### config.mk
export PLATFORM = sky130hd
export DESIGN_NAME = bfbd_front
export DESIGN_NICKNAME = d
export VERILOG_FILES = /design/src/design/bfbd_pkg.sv /design/src/design/bfbd_front.sv
export SDC_FILE = /design/constraint.sdc
export NUM_CORES = 1
export LEC_CHECK = 0
export BUFFER_PORTS_ARGS = -buffer_cell sky130_fd_sc_hd__buf_2
export CAP_MARGIN = 20
export CORE_MARGIN = 4
export CORE_UTILIZATION = 55
export DETAILED_ROUTE_END_ITERATION = 7
export PLACE_DENSITY = 0.8
export RECOVER_POWER = 25
export SLEW_MARGIN = 5
export SYNTH_ARGS = -nofsm -noshare
export SYNTH_HDL_FRONTEND = slang
export SYNTH_SLANG_ARGS = --single-unit
### constraint.sdc
create_clock -name clock -period 4.75 [get_ports clock]
set_input_delay 1.425 -clock clock [delete_from_list [all_inputs] [get_ports clock]]
set_output_delay 1.425 -clock clock [all_outputs]
set_load 0.05 [all_outputs]
### src/design/bfbd_pkg.sv
`timescale 1ns / 1ps

package bfbd_pkg;

   localparam int WORD_BITS  = 64;
   localparam int COUNT_BITS = 9;

   // reset value of the occupancy limit register
   localparam logic [COUNT_BITS-1:0] MAX_ENTRIES_RESET = 9'd256;
   localparam logic [COUNT_BITS-1:0] MIN_LIMIT         = 9'd4;

   // operation codes on the request channel
   localparam logic [1:0] FUNC_ENQUEUE = 2'd0;
   localparam logic [1:0] FUNC_DEQUEUE = 2'd1;
   localparam logic [1:0] FUNC_REMOVE  = 2'd2;

   // response status codes
   localparam logic STATUS_OK    = 1'b0;
   localparam logic STATUS_EMPTY = 1'b1;

   typedef enum logic [1:0] {
      OP_ENQUEUE,
      OP_DEQUEUE,
      OP_REMOVE,
      OP_NONE
   } op_type;

   typedef struct packed {
      logic [1:0]            func;
      logic [WORD_BITS-1:0]  in_word;
      logic [COUNT_BITS-1:0] drop_request;
   } req_type;

   typedef struct packed {
      logic [WORD_BITS-1:0]  out_word;
      logic                  status;
      logic [COUNT_BITS-1:0] discarded;
      logic [COUNT_BITS-1:0] occupancy;
   } rsp_type;

   // classified item passed from front to back
   typedef struct packed {
      op_type                op;
      logic [WORD_BITS-1:0]  word;
      logic [COUNT_BITS-1:0] count;
   } work_type;

   // handshake between front queue and back
   typedef struct packed {
      logic     valid;
      work_type item;
   } work_chan_type;

endpackage

### src/design/bfbd_front.sv
`timescale 1ns / 1ps

module bfbd_front
   import bfbd_pkg::*;
(
   input  logic          clock,
   input  logic          reset,
   input  logic          req_valid,
   output logic          req_ready,
   input  req_type       req_data,
   output work_chan_type work_out,
   input  logic          work_ready
);

   work_type   slot_ff [2];
   logic       wr_ptr_ff, wr_ptr_in;
   logic       rd_ptr_ff, rd_ptr_in;
   logic [1:0] count_ff, count_in;
   work_type   classified;
   logic       push;
   logic       pop;

   // decode the operation
   always_comb begin
      classified.word  = req_data.in_word;
      classified.count = req_data.drop_request;
      case (req_data.func)
         FUNC_ENQUEUE: classified.op = OP_ENQUEUE;
         FUNC_DEQUEUE: classified.op = OP_DEQUEUE;
         FUNC_REMOVE:  classified.op = OP_REMOVE;
         default:      classified.op = OP_NONE;
      endcase
   end

   assign req_ready      = (count_ff != 2'd2);
   assign push           = req_valid && req_ready;
   assign work_out.valid = (count_ff != 2'd0);
   assign work_out.item  = slot_ff[rd_ptr_ff];
   assign pop            = work_out.valid && work_ready;

   always_comb begin
      wr_ptr_in = push ? ~wr_ptr_ff : wr_ptr_ff;
      rd_ptr_in = pop  ? ~rd_ptr_ff : rd_ptr_ff;
      count_in  = count_ff;
      if (push && !pop) begin
         count_in = count_ff + 2'd1;
      end else if (pop && !push) begin
         count_in = count_ff - 2'd1;
      end
   end

   always_ff @(posedge clock) begin
      if (reset) begin
         wr_ptr_ff <= 1'b0;
         rd_ptr_ff <= 1'b0;
         count_ff  <= 2'd0;
      end else begin
         wr_ptr_ff <= wr_ptr_in;
         rd_ptr_ff <= rd_ptr_in;
         count_ff  <= count_in;
      end
   end

   always_ff @(posedge clock) begin
      if (push) begin
         slot_ff[wr_ptr_ff] <= classified;
      end
   end

endmodule

== Word level (Yosys, flattened, before mapping) ==
Memories as Yosys holds them, arrays and structs flattened. A register that Yosys moved wholly into a read port is not among the register bits.
Index checks and enable logic that the tools add are counted.
Operators by class
  multiplexer cells: 7
  add/subtract/negate cells: 2
  bitwise operators: 2
  reductions and logical operators: 9
  equality and inequality tests: 3
Operators by type and width (count)
  2-bit one-hot mux with 3 select lines: 1
  1-bit logical AND: 4
  1-bit two-way mux: 4
  2-bit two-way mux: 2
  2-bit nonzero test: 2
  2-bit by 1-bit adder with 2-bit output, second input constant: 1
  2-bit by 1-bit equality test with 1-bit output, second input constant: 1
  2-bit equality test, second input constant: 1
  1-bit zero test: 2
  2-bit zero test: 1
  2-bit inequality test, second input constant: 1
  1-bit inverter: 2
  2-bit by 1-bit subtractor with 2-bit output, second input constant: 1
Storage, ports and cells
  register bits after elaboration: 4
  bits in writable memories: 150
  logic and storage cells: 27
  input port bits: 79
  memories: 1
  output and inout port bits: 77
Memory list
  slot_ff: words 2, bits a word 75, read ports 1, clocked after Yosys merged registers in 1, write ports 1, line bfbd_front.sv:15  | work_type slot_ff [2];

== Logic depth before layout (Yosys ltp) ==
Gate-level depths: netlist (run 1).
  depth after elaboration: 6
  depth in mapped cells: 6
  depth with buffers taken out: 6

== Least setup slack after synthesis (run 1) ==
OpenSTA, ideal clock, no wires.
  path kind: input to register
  from: input port req_valid
  to: memory slot_ff[1][0] (netlist bit), enable pin
  path buffers: 0
  data required time: 4308 ps
  cell stages on the path: 1
  path slack: 1081 ps
  arrival: 3227 ps
  library setup time: 442 ps
  cell sequence: and3_1
On the way
  longest elaborated chain between the ends: 3
RTL lines
  start, declared: line bfbd_front.sv:8  | input logic req_valid,
  1-bit logical AND: line bfbd_front.sv:36  | assign push = req_valid && req_ready;
  1-bit two-way mux: line bfbd_front.sv:65  | if (push) begin
  1-bit two-way mux (not written as such): line bfbd_front.sv:66  | slot_ff[wr_ptr_ff] <= classified;
  end, declared: line bfbd_front.sv:15
No other way between the ends.

==> qor.csv, run 1 <==
stage,metric,value,unit
synthesis,synthesis.area,5650,sq um
min_path,worst_hold_path.endpoint,rd_ptr_ff,
synthesis,predominant_post_synthesis_flop_cell,edfxtp_1,
clock_network,htreeDepth,4,
sta,maxClockFrequency,274,MHz
placed_design,gp_congestion,0.723,
sta,report.final.setup_viol,0,
setup_path,data_arrival_time_of_the_worst_path,2.22,ns
setup_path,setup.worst_path.class,register to output port,
synthesis,synth.most_common_cell,edfxtp_1,
pwr,power.density,637,nW/um^2
grt,number_of_antenna_violations_at_the_first_check_in_global_routing,0,
sta,final_max_slew_viol_count,0,
routing,wl,10000,um
grt,grtUsageTotal,17.5,%
die,initial_utilization,57.0,%
setup_path,crit-reg2reg-launch,count_ff[0],
setup_path,regToRegEndpoint,slot_ff[0][36],
synthesis,yosys_warnings,0,
placed_design,port_buffers,155,
sta,max_slew.worst_pin.slew,1.02,ns
synthesis,number_of_enable_flip_flop_cells_after_synthesis,150,
setup_path,crit_path_start_kind,register,
finish,area.growth.synth_to_final,25.1,%
die,dieWidth,109,um
synthesis,synth_cells,259,
grt,grt_pass1_vias,3070,
routing,via_per_inst,5.08,
placed_design,dp.final_hpwl,6600,um
min_path,holdCritPathClass,register to register,
grt,gr_util_met3,6.87,%
clock_network,cts_setup_buffers,0,
min_path,min-delay-start,rd_ptr_ff,
routing,drt_wl_cell,17.6,um
sta,fin_tns_setup,0,ns
finish,fin_nets,505,
routing,detailedRoute.firstPassIterationCount,4,
setup_path,critical_path.slowest_cell,dfxtp_4,
setup_path,cp_max_fo,75,
clock_network,cts.hold.buffers_added,0,
setup_path,reg2reg_slack,2.63,ns
die,design.portCount,156,
pwr,power.ir.vdd_worst,0.361,mV
sta,rsz0062_at_grt,no,
grt,grt.met2_usage,28.7,%
sta,final.hold.worst_slack,0.511,ns
sta,final.min_clock_period,3.64,ns
synthesis,yosysSeqAreaShare,81.5,%
setup_path,critical_path.max_stage_delay,0.95,ns
routing,drcViolationCount,0,
grt,global_route_wire_length_before_repair,15300,um
synthesis,synth_area_leader_cell,edfxtp_1,
min_path,hold_crit_depth,2,
routing,dr.first_iter.drc_count,107,
grt,met1_usage,21.0,%
sta,fin_crit_sh,76.7,%
setup_path,critical_path_buffers_and_inverters,1,
finish,layout-drive-gt1-share,56.2,%
die,die_height,109,um
routing,drtAntennaViolNets,0,
placed_design,placed_cell_area,6540,sq um
setup_path,critPathTopFamily,flip-flops,
sta,relSlewSlack,32.1,%
synthesis,postSynthAreaPerCell,21.8,sq um
clock_network,max-clock-path-buffers,2,
finish,post-route-util,71.4,%
die,core_region_area,9910,sq um
placed_design,placed_cells_incl_taps,539,
clock_network,tritoncts,done,
die,rows,36,
setup_path,cp.required,3.32,ns
finish,number_of_antenna_diodes,0,
status,run_status,finished clean,
grt,overflow,0,
setup_path,path_depth,2,
synthesis,postSynth.asyncResetShare,0,%
synthesis,synth.ff_latch_count,155,
clock_network,clk_latency,0.51,ns
clock_network,number_of_clock_sinks,155,
finish,n_fill_cell,691,
die,design.die.area,12000,sq um
setup_path,depth_of_the_worst_register_to_register_path,4,
sta,hold_violations,0,
synthesis,synth_common_cells,"150 x edfxtp_1, 75 x mux2_2, 5 x buf_6, 5 x dfxtp_1",
synthesis,synth.top_cell.area_share,79.7,%
routing,vias,2900,
finish,final_area,7070,sq um
sta,finClkSkew,0.00935,ns
setup_path,cell_chain_of_the_critical_path,mux2_2 -> buf_2,
grt,globalRoute.busiestLayer,met2,
grt,largest_net_degree_at_the_start_of_global_routing,76,
synthesis,yosys.cell_types.count,20,
clock_network,cts_made_buffers,17,
clock_network,clk_root_buffer_cell,clkbuf_8,
job,drv_cap,0,
clock_network,worst_setup_hold_path_clk_slew,0.06,ns
finish,layout.cells.non_filler,571,
pwr,total_leakage_power,2.61,nW
synthesis,mappedNetlistNets,339,
clock_network,number_of_instances_resized_during_post_cts_repair,0,
synthesis,ys_top_cells_by_area,"edfxtp_1 80%, mux2_2 15%, dfxtp_1 1.8%",
setup_path,worst_setup_path_end_kind,output port,
final cells by class:
type                            instances  area [sq um]  area share [%]
Timing Repair Buffer                  157           766            10.8
Clock inverter                         15           148            2.09
Sequential cell                       155          4610            65.1
Inverter                                1          3.75          0.0531
Clock buffer                           17           414            5.85
Tap cell                              133           166            2.35
Multi-Input combinational cell         93           968            13.7
worst reg2reg max path: stages (launching register included):
cell and delay (ns):
dfxtp_1 0.40, nand2b_1 0.21, nand3b_1 0.15, inv_2 0.57
buf_4 0.44
report_power, final:
group	internal, mW	switching (mW)
combinational	0.402	1.02
sequential	1.71	0.127
clock	0.745	0.503
layout by cell type, fill, tap and decap left out, types with 2 or more instances in the layout:
master,count
o21ai_0,2
clkbuf_16,16
mux2_2,75
edfxtp_1,150
clkinv_4,2
xor2_1,3
bufinv_16,2
clkinv_1,3
clkbuf_1,20
nor2_1,3
buf_4,2
clkinvlp_4,3
inv_6,3
clkinv_2,2
buf_2,135
a21oi_1,2
dfxtp_1,4
flip-flops by register name (all words and copies together) (netlist names), named ones only:
register   flops
count_ff       2
rd_ptr_ff      1
slot_ff      150
wr_ptr_ff      1
per-layer routing:
metal,vias up,share of wire (%)
met1,1407,38
li1,1364,-
met3,10,9.7
met4,0,0.82
met2,119,51
met5,-,0
how the worst max path moves through the flow:
stage,endpoint,slack [ns]
floorplan,slot_ff[1][0],1.08
global placement,work_out[57],1.63
detailed placement,work_out[6],1.64
CTS,work_out[6],1.09
global route,work_out[69],1.00
finish,work_out[57],1.11
stage by stage:
step	setup slack, ns	power, mW
2_1_floorplan	1.08	3.01
3_3_place_gp	1.63	3.28
3_5_place_dp	1.64	3.30
4_1_cts	1.09	4.56
5_1_grt	1.00	4.70
6_report	1.11	4.50
kinds of logic after synthesis:
| kind of cell | after synthesis | share of synthesized area [%] |
|---|---|---|
| and+or+nand+nor | 9 | 0.886 |
| AOI/OAI and AO/OA | 5 | 0.531 |
| DFF | 155 | 81.5 |
| buffers and inverters | 11 | 1.51 |
| adders and majority gates | 1 | 0.221 |
| muxes | 75 | 14.9 |
| xor gates and xnor gates | 3 | 0.465 |
Power figures use the tool's default switching activity.
==> inputs of run 2 (changes only) <==
- ABC_AREA: not set -> 1
- CORE_UTILIZATION: 55 -> 52
- PLACE_DENSITY: 0.8 -> 0.76
- clock period: 4.75 -> 3.6 ns (I/O delays scaled with it)
==> qor.csv, run 2 <==
stage,metric,value,unit,change
sta,max_slew.worst_pin.slew,0.589,ns,-0.430 ns
routing,drcViolationCount,0,,unchanged
status,run_status,finished clean,,
synthesis,synth_common_cells,"150 x edfxtp_1, 50 x mux2_4, 25 x mux2_2, 9 x nand2_1, 8 x inv_1",,
grt,largest_net_degree_at_the_start_of_global_routing,76,,unchanged
pwr,clock_power_share,27.6,%,about the same
finish,most-common-layout-cells,"150 x edfxtp_1, 140 x buf_2, 50 x mux2_4",,
finish,largest-register,slot_ff,,
clock_network,worst_setup_hold_path_clk_slew,0.05,ns,about the same
sta,fin_crit_sh,80.3,%,
min_path,holdCritPathClass,register to register,,
job,drv_cap,0,,unchanged
setup_path,critical_path_buffers_and_inverters,2,,+1
routing,via_per_inst,4.91,,-3.2%
synthesis,yosys_warnings,0,,unchanged
synthesis,synthSimpleGateAreaFrac,1.30,%,+0.42 points
setup_path,reg2reg_slack,1.83,ns,-0.80 ns
routing,dr.first_iter.drc_count,108,,+0.93%
synthesis,synthesis.area,5860,sq um,+3.7%
finish,final-seq-area,4610,sq um,unchanged
synthesis,synth_area_leader_cell,edfxtp_1,,
synthesis,synth.ff_latch_count,155,,unchanged
synthesis,post_synth_xor_area_fraction,0,%,-0.46 points
pwr,power_switching_share,35.0,%,-1.5 points
clock_network,htreeDepth,4,,unchanged
synthesis,ys_top_cells_by_area,"edfxtp_1 77%, mux2_4 13%, mux2_2 4.8%",,
finish,largest_register_ff_count,150,,unchanged
placed_design,placed_cells_incl_taps,561,,+4.1%
die,die_height,114,um,+4.4%
pwr,netSwitchingPower,2.10,mW,+27%
die,design.portCount,156,,unchanged
synthesis,yosysSeqAreaShare,78.6,%,-2.9 points
grt,overflow,0,,unchanged
synthesis,predominant_post_synthesis_flop_cell,edfxtp_1,,
clock_network,max-clock-path-buffers,2,,unchanged
routing,wl,9840,um,-1.8%
clock_network,number_of_instances_resized_during_post_cts_repair,0,,unchanged
grt,grtUsageTotal,15.3,%,-2.1 points
placed_design,port_buffers,155,,unchanged
sta,report.final.setup_viol,0,,unchanged
sta,relSlewSlack,60.7,%,+29 points
setup_path,crit-reg2reg-launch,count_ff[0],,
die,initial_utilization,53.6,%,-3.5 points
setup_path,setup.worst_path.class,register to output port,,
finish,area_of_the_multi_input_gates,1160,sq um,+19%
finish,area.growth.synth_to_final,25.7,%,
setup_path,critPathTopFamily,buffers and inverters,,
sta,maxClockFrequency,346,MHz,
pwr,comb_power_share,33.2,%,+1.7 points
sta,rsz0062_at_grt,no,,
clock_network,cts_setup_buffers,0,,unchanged
synthesis,synth-compound-area-share,0.342,%,-0.19 points
finish,post-route-util,67.4,%,-4.0 points
synthesis,synth.most_common_cell,edfxtp_1,,
setup_path,depth_of_the_worst_register_to_register_path,5,,+1
grt,grt_pass1_vias,3134,,+2.1%
sta,final.min_clock_period,2.89,ns,
routing,drt_wl_cell,16.6,um,-5.5%
synthesis,mappedNetlistNets,352,,+3.8%
die,dieWidth,114,um,+4.4%
setup_path,cp.required,2.52,ns,-0.80 ns
die,core_region_area,10900,sq um,+10%
finish,reg_top3,"slot_ff (150), count_ff (2)",,
clock_network,clk_root_buffer_cell,clkbuf_16,,
grt,global_route_wire_length_before_repair,14900,um,-2.8%
synthesis,yosys.cell_types.count,15,,-25%
pwr,power.ir.vdd_worst,0.438,mV,+21%
finish,layout-drive-gt1-share,55.0,%,-1.2 points
setup_path,critical_path.max_stage_delay,0.41,ns,-0.54 ns
setup_path,crit_path_start_kind,register,,
finish,final_common_cell,edfxtp_1,,
synthesis,postSynthAreaPerCell,21.5,sq um,-1.3%
setup_path,critical_path.slowest_cell,mux2_2,,
routing,vias,2914,,+0.48%
placed_design,gp_congestion,0.687,,-4.9%
die,design.die.area,13000,sq um,+8.9%
clock_network,tritoncts,done,,
sta,final_max_slew_viol_count,0,,unchanged
sta,hold_violations,0,,unchanged
synthesis,number_of_enable_flip_flop_cells_after_synthesis,150,,unchanged
pwr,total_leakage_power,2.84,nW,+9.2%
clock_network,cts_made_buffers,17,,unchanged
min_path,hold_crit_depth,2,,unchanged
placed_design,dp.final_hpwl,6680,um,+1.2%
setup_path,cp_max_fo,75,,unchanged
clock_network,clk_latency,0.40,ns,-0.11 ns
finish,fin_nets,520,,+3.0%
pwr,p_seq_share,39.2,%,-1.6 points
synthesis,postSynth.asyncResetShare,0,%,unchanged
finish,layout.cells.non_filler,593,,+3.9%
sta,final_worst_path_setup_slack,0.710,ns,-0.396 ns
setup_path,cell_chain_of_the_critical_path,buf_12 -> mux2_2 -> buf_2,,
routing,drtAntennaViolNets,0,,unchanged
setup_path,worst_setup_path_end_kind,output port,,
setup_path,data_arrival_time_of_the_worst_path,1.81,ns,-0.41 ns
synthesis,share_of_synthesized_area_spent_on_multiplexers,17.6,%,+2.7 points
finish,number_of_antenna_diodes,0,,unchanged
pwr,cellInternalPower,3.89,mW,+36%
grt,number_of_antenna_violations_at_the_first_check_in_global_routing,0,,unchanged
die,rows,38,,+5.6%
setup_path,regToRegEndpoint,slot_ff[1][39],,
synthesis,share_of_synthesized_cell_area_in_full_adder_half_adder_and_majority_cells,0.213,%,-0.0078 points
synthesis,synth.top_cell.area_share,76.9,%,-2.8 points
min_path,min-delay-start,rd_ptr_ff,,
synthesis,synth_cells,272,,+5.0%
routing,detailedRoute.firstPassIterationCount,4,,unchanged
pwr,power.density,813,nW/um^2,+28%
placed_design,place_ws,1.11,ns,-0.523 ns
synthesis,synth_top_family_by_area,multiplexers,,
sta,finClkSkew,0.0109,ns,+0.00157 ns
finish,n_fill_cell,770,,+11%
clock_network,number_of_clock_sinks,155,,unchanged
min_path,worst_hold_path.endpoint,rd_ptr_ff,,
clock_network,cts.hold.buffers_added,0,,unchanged
==> run 2: cell types whose count changed in the layout (fill, tap and decap cells not counted), moves of 3 or more <==
cell	delta
mux2_2	-50
inv_1	+8
xor2_1	-3
mux2_4	+50
clkbuf_1	-4
buf_2	+5
nand2_1	+9
buf_12	+4
==> run 2: worst reg2reg max path, stage by stage, from the launching register on <==
cell and delay [ns]:
dfxtp_1 0.32, inv_1 0.09, nand2_1 0.08, nand2_1 0.16, nor2_4 0.51, buf_12 0.29
==> run 2: logic make-up (layout without fill, tap and decap cells) <==
group / count (synthesis) / in the layout
AO/OA/AOI/OAI: 4 / 4
adder cells (fa/ha/maj): 1 / 1
buffers and inverters: 18 / 199
flip-flops: 155 / 155
multiplexers: 75 / 75
AND/OR/NAND/NOR: 19 / 19
==> run 2: power by group through the flow <==
| stage | Sequential, mW | Clock, mW | Combinational, mW |
|---|---|---|---|
| after global placement | 2.37 | 0 | 1.99 |
| after global routing | 2.37 | 1.78 | 2.08 |
| final | 2.35 | 1.65 | 1.99 |
| after floorplan | 2.39 | 0 | 1.63 |
| after detailed placement | 2.39 | 0 | 2.02 |
| after CTS | 2.35 | 1.70 | 2.02 |
==> run 2: worst max path at each step <==
| stage | start | to | slack [ns] | depth (start not counted) |
|---|---|---|---|---|
| after floorplan | req_valid | slot_ff[0][0] | -1.24 | 2 |
| after global placement | register | work_out[12] | 1.12 | 3 |
| after detailed placement | register | work_out[12] | 1.11 | 3 |
| after CTS | register | work_out[12] | 0.68 | 3 |
| after global routing | register | work_out[12] | 0.63 | 3 |
| final | register | work_out[12] | 0.71 | 3 |
==> run 2: cell type report <==
type                       count  share of cell area, %
sequential                   155                   62.6
multi-input combinational     99                   15.7
timing repair buffer         159                   11.4
clock buffer                  20                   5.93
tap                          140                   2.38
clock inverter                12                   1.68
inverter                       8                  0.408
==> run 2: metrics by stage <==
step | setup TNS, ns | hold WS [ns] | instance area [sq um] | power, mW
floorplan | -185.52 | 0.465 | 5860 | 4.02
detailed placement | 0 | 0.500 | 6830 | 4.40
finish | 0 | 0.516 | 7370 | 5.99
global placement | 0 | 0.483 | 6830 | 4.36
global route | 0 | 0.525 | 7370 | 6.23
CTS | 0 | 0.517 | 7390 | 6.06
==> run 2: routing by layer <==
layer	vias to the layer above	GRT usage (%)	share of wire, %
met5	-	0	0
li1	1387	-	-
met4	0	5.70	1.4
met1	1416	16.6	37
met3	9	5.66	7.4
met2	102	27.4	54
==> inputs of run 3 (changes only) <==
- CORE_UTILIZATION: 52 -> 47
- PLACE_DENSITY: 0.76 -> 0.72
- clock period: 3.6 -> 2.43 ns (I/O delays scaled with it)
==> qor.csv, run 3 (synthesis results as in run 2) <==
stage,metric,value,unit,change
sta,final.min_clock_period,2.39,ns,
grt,grtUsageTotal,14.5,%,-0.82 points
finish,final_common_cell,edfxtp_1,,
setup_path,cp.required,1.70,ns,-0.82 ns
die,core_region_area,12100,sq um,+11%
grt,global_route_wire_length_before_repair,15600,um,+5.1%
setup_path,crit_end,work_out[0],,
job,drv_cap,0,,unchanged
die,initial_utilization,48.4,%,-5.2 points
setup_path,data_arrival_time_of_the_worst_path,1.66,ns,-0.15 ns
grt,number_of_antenna_violations_at_the_first_check_in_global_routing,1,,+1
grt,largest_net_degree_at_the_start_of_global_routing,44,,-42%
routing,drcViolationCount,0,,unchanged
routing,via_per_inst,4.75,,-3.3%
routing,dr.first_iter.drc_count,179,,+66%
setup_path,setup.worst_path.class,register to output port,,
clock_network,number_of_clock_sinks,155,,unchanged
clock_network,clk_root_buffer_cell,clkbuf_16,,
placed_design,placed_cell_area,6910,sq um,+1.3%
finish,reg_top3,"slot_ff (150), count_ff (2)",,
grt,gr_util_met3,5.66,%,about the same
routing,vias,2961,,+1.6%
routing,drt_wl_cell,16.5,um,-0.51%
finish,area_of_the_multi_input_gates,1160,sq um,+0.43%
routing,detailedRoute.firstPassIterationCount,4,,unchanged
setup_path,regToRegEndpoint,count_ff[1],,
sta,final_max_slew_viol_count,0,,unchanged
finish,number_of_antenna_diodes,0,,unchanged
finish,layout.cells.non_filler,623,,+5.1%
placed_design,port_buffers,155,,unchanged
finish,largest_register_ff_count,150,,unchanged
finish,final_area,7560,sq um,+2.6%
sta,max_slew.worst_pin.slew,0.277,ns,-0.311 ns
finish,most-common-layout-cells,"150 x edfxtp_1, 137 x buf_2, 50 x mux2_4",,
die,design.die.area,14300,sq um,+9.9%
die,rows,40,,+5.3%
setup_path,cp_max_fo,32,,-57%
clock_network,cts_setup_buffers,0,,unchanged
setup_path,worst_setup_path_end_kind,output port,,
die,design.portCount,156,,unchanged
sta,finClkSkew,0.00538,ns,-0.00554 ns
clock_network,htreeDepth,4,,unchanged
placed_design,dp.final_hpwl,6940,um,+4.0%
finish,area.growth.synth_to_final,28.9,%,
clock_network,tritoncts,done,,
die,dieWidth,120,um,+4.8%
placed_design,gp_congestion,0.695,,+1.1%
sta,fin_tns_setup,0,ns,unchanged
sta,report.final.setup_viol,0,,unchanged
clock_network,max-clock-path-buffers,2,,unchanged
clock_network,clk_latency,0.41,ns,about the same
grt,grt_pass1_vias,3255,,+3.9%
grt,globalRoute.busiestLayer,met2,,
finish,largest-register,slot_ff,,
setup_path,crit-reg2reg-launch,count_ff[0],,
die,die_height,120,um,+4.8%
pwr,power.ir.vdd_worst,0.743,mV,+70%
clock_network,cts_made_buffers,17,,unchanged
routing,drtAntennaViolNets,0,,unchanged
finish,final-seq-area,4610,sq um,unchanged
clock_network,worst_setup_hold_path_clk_slew,0.06,ns,about the same
pwr,total_leakage_power,2.93,nW,+2.9%
finish,layout-drive-gt1-share,55.8,%,+0.86 points
setup_path,reg2reg_slack,0.94,ns,-0.89 ns
min_path,holdCritPathClass,input port to register,,
finish,fin_nets,524,,+0.77%
sta,hold_violations,0,,unchanged
sta,relSlewSlack,81.6,%,+21 points
sta,fin_crit_sh,98.5,%,
grt,overflow,0,,unchanged
placed_design,placed_cells_incl_taps,592,,+5.5%
routing,wl,10300,um,+4.5%
finish,n_fill_cell,912,,+18%
sta,maxClockFrequency,418,MHz,
grt,grt.met2_usage,24.6,%,-2.8 points
setup_path,depth_of_the_worst_register_to_register_path,10,,+5
grt,met1_usage,16.2,%,-0.42 points
pwr,power.density,1230,nW/um^2,+51%
clock_network,cts.hold.buffers_added,0,,unchanged
status,run_status,finished clean,,
setup_path,crit_path_start_kind,register,,
sta,rsz0062_at_grt,yes,,
## run 3: changes by cell type in the layout (fill, tap and decap cells not counted), moves of 2 or more
cell / change
buf_4: +5
clkinvlp_4: -4
buf_2: -3
bufinv_16: +3
buf_1: -2
buf_16: +2
clkbuf_1: +2
nand2_1: -2
nand2_2: +2
## run 3: metal layers
layer,share of wire (%),wire (um),vias to the layer above
li1,-,-,1398
met1,40,4170,1430
met2,50,5170,116
met3,7.6,787,15
met4,1.5,155,2
met5,0.068,7,-
## run 3: critical path, stage by stage, from the launching register on
cell and delay, ns:
dfxtp_4 0.42, buf_16 0.23, mux2_2 0.37, buf_2 0.22
## run 3: how the worst min path moves through the flow
| stage | start | to | depth (start not counted) |
|---|---|---|---|
| global placement | rd_ptr_ff | rd_ptr_ff | 2 |
| global route | req_data[47] | slot_ff[0][47] | 1 |
| detailed placement | rd_ptr_ff | rd_ptr_ff | 2 |
| finish | req_data[47] | slot_ff[0][47] | 1 |
| floorplan | rd_ptr_ff | register | 2 |
| CTS | req_data[22] | slot_ff[1][22] | 1 |
## run 3: area by class of cell
class | instances | area share (%)
clock buffers | 21 | 5.83
flip-flops and latches | 155 | 61.0
clock inverters | 9 | 2.27
multi-input cells | 99 | 15.4
inverters | 8 | 0.397
repair buffers | 163 | 12.4
well taps | 168 | 2.78
## run 3: through the flow
stage                     hold slack, ns  utilization [%]  setup slack (ns)  power (mW)
after floorplan                    0.465                -            0.0399        5.93
after detailed placement           0.527             57.1             0.424        6.57
final                              0.503             62.4            0.0366        9.26
after CTS                          0.479             62.3          -0.00350        9.34
after global placement             0.479             57.1             0.452        6.52
after global routing               0.482             62.4           -0.0251        9.64
## run 3: power breakdown
part | internal (mW) | switching [mW]
sequential | 3.38 | 0.110
combinational | 0.969 | 2.08
clock | 1.80 | 0.924
total | 6.15 | 3.11
## run 3: timing repair
item                       in CTS  in global routing
resized for setup               5                  1
pin swaps                       0                  0
setup endpoints to repair       7                  6
gates cloned                    0                  1
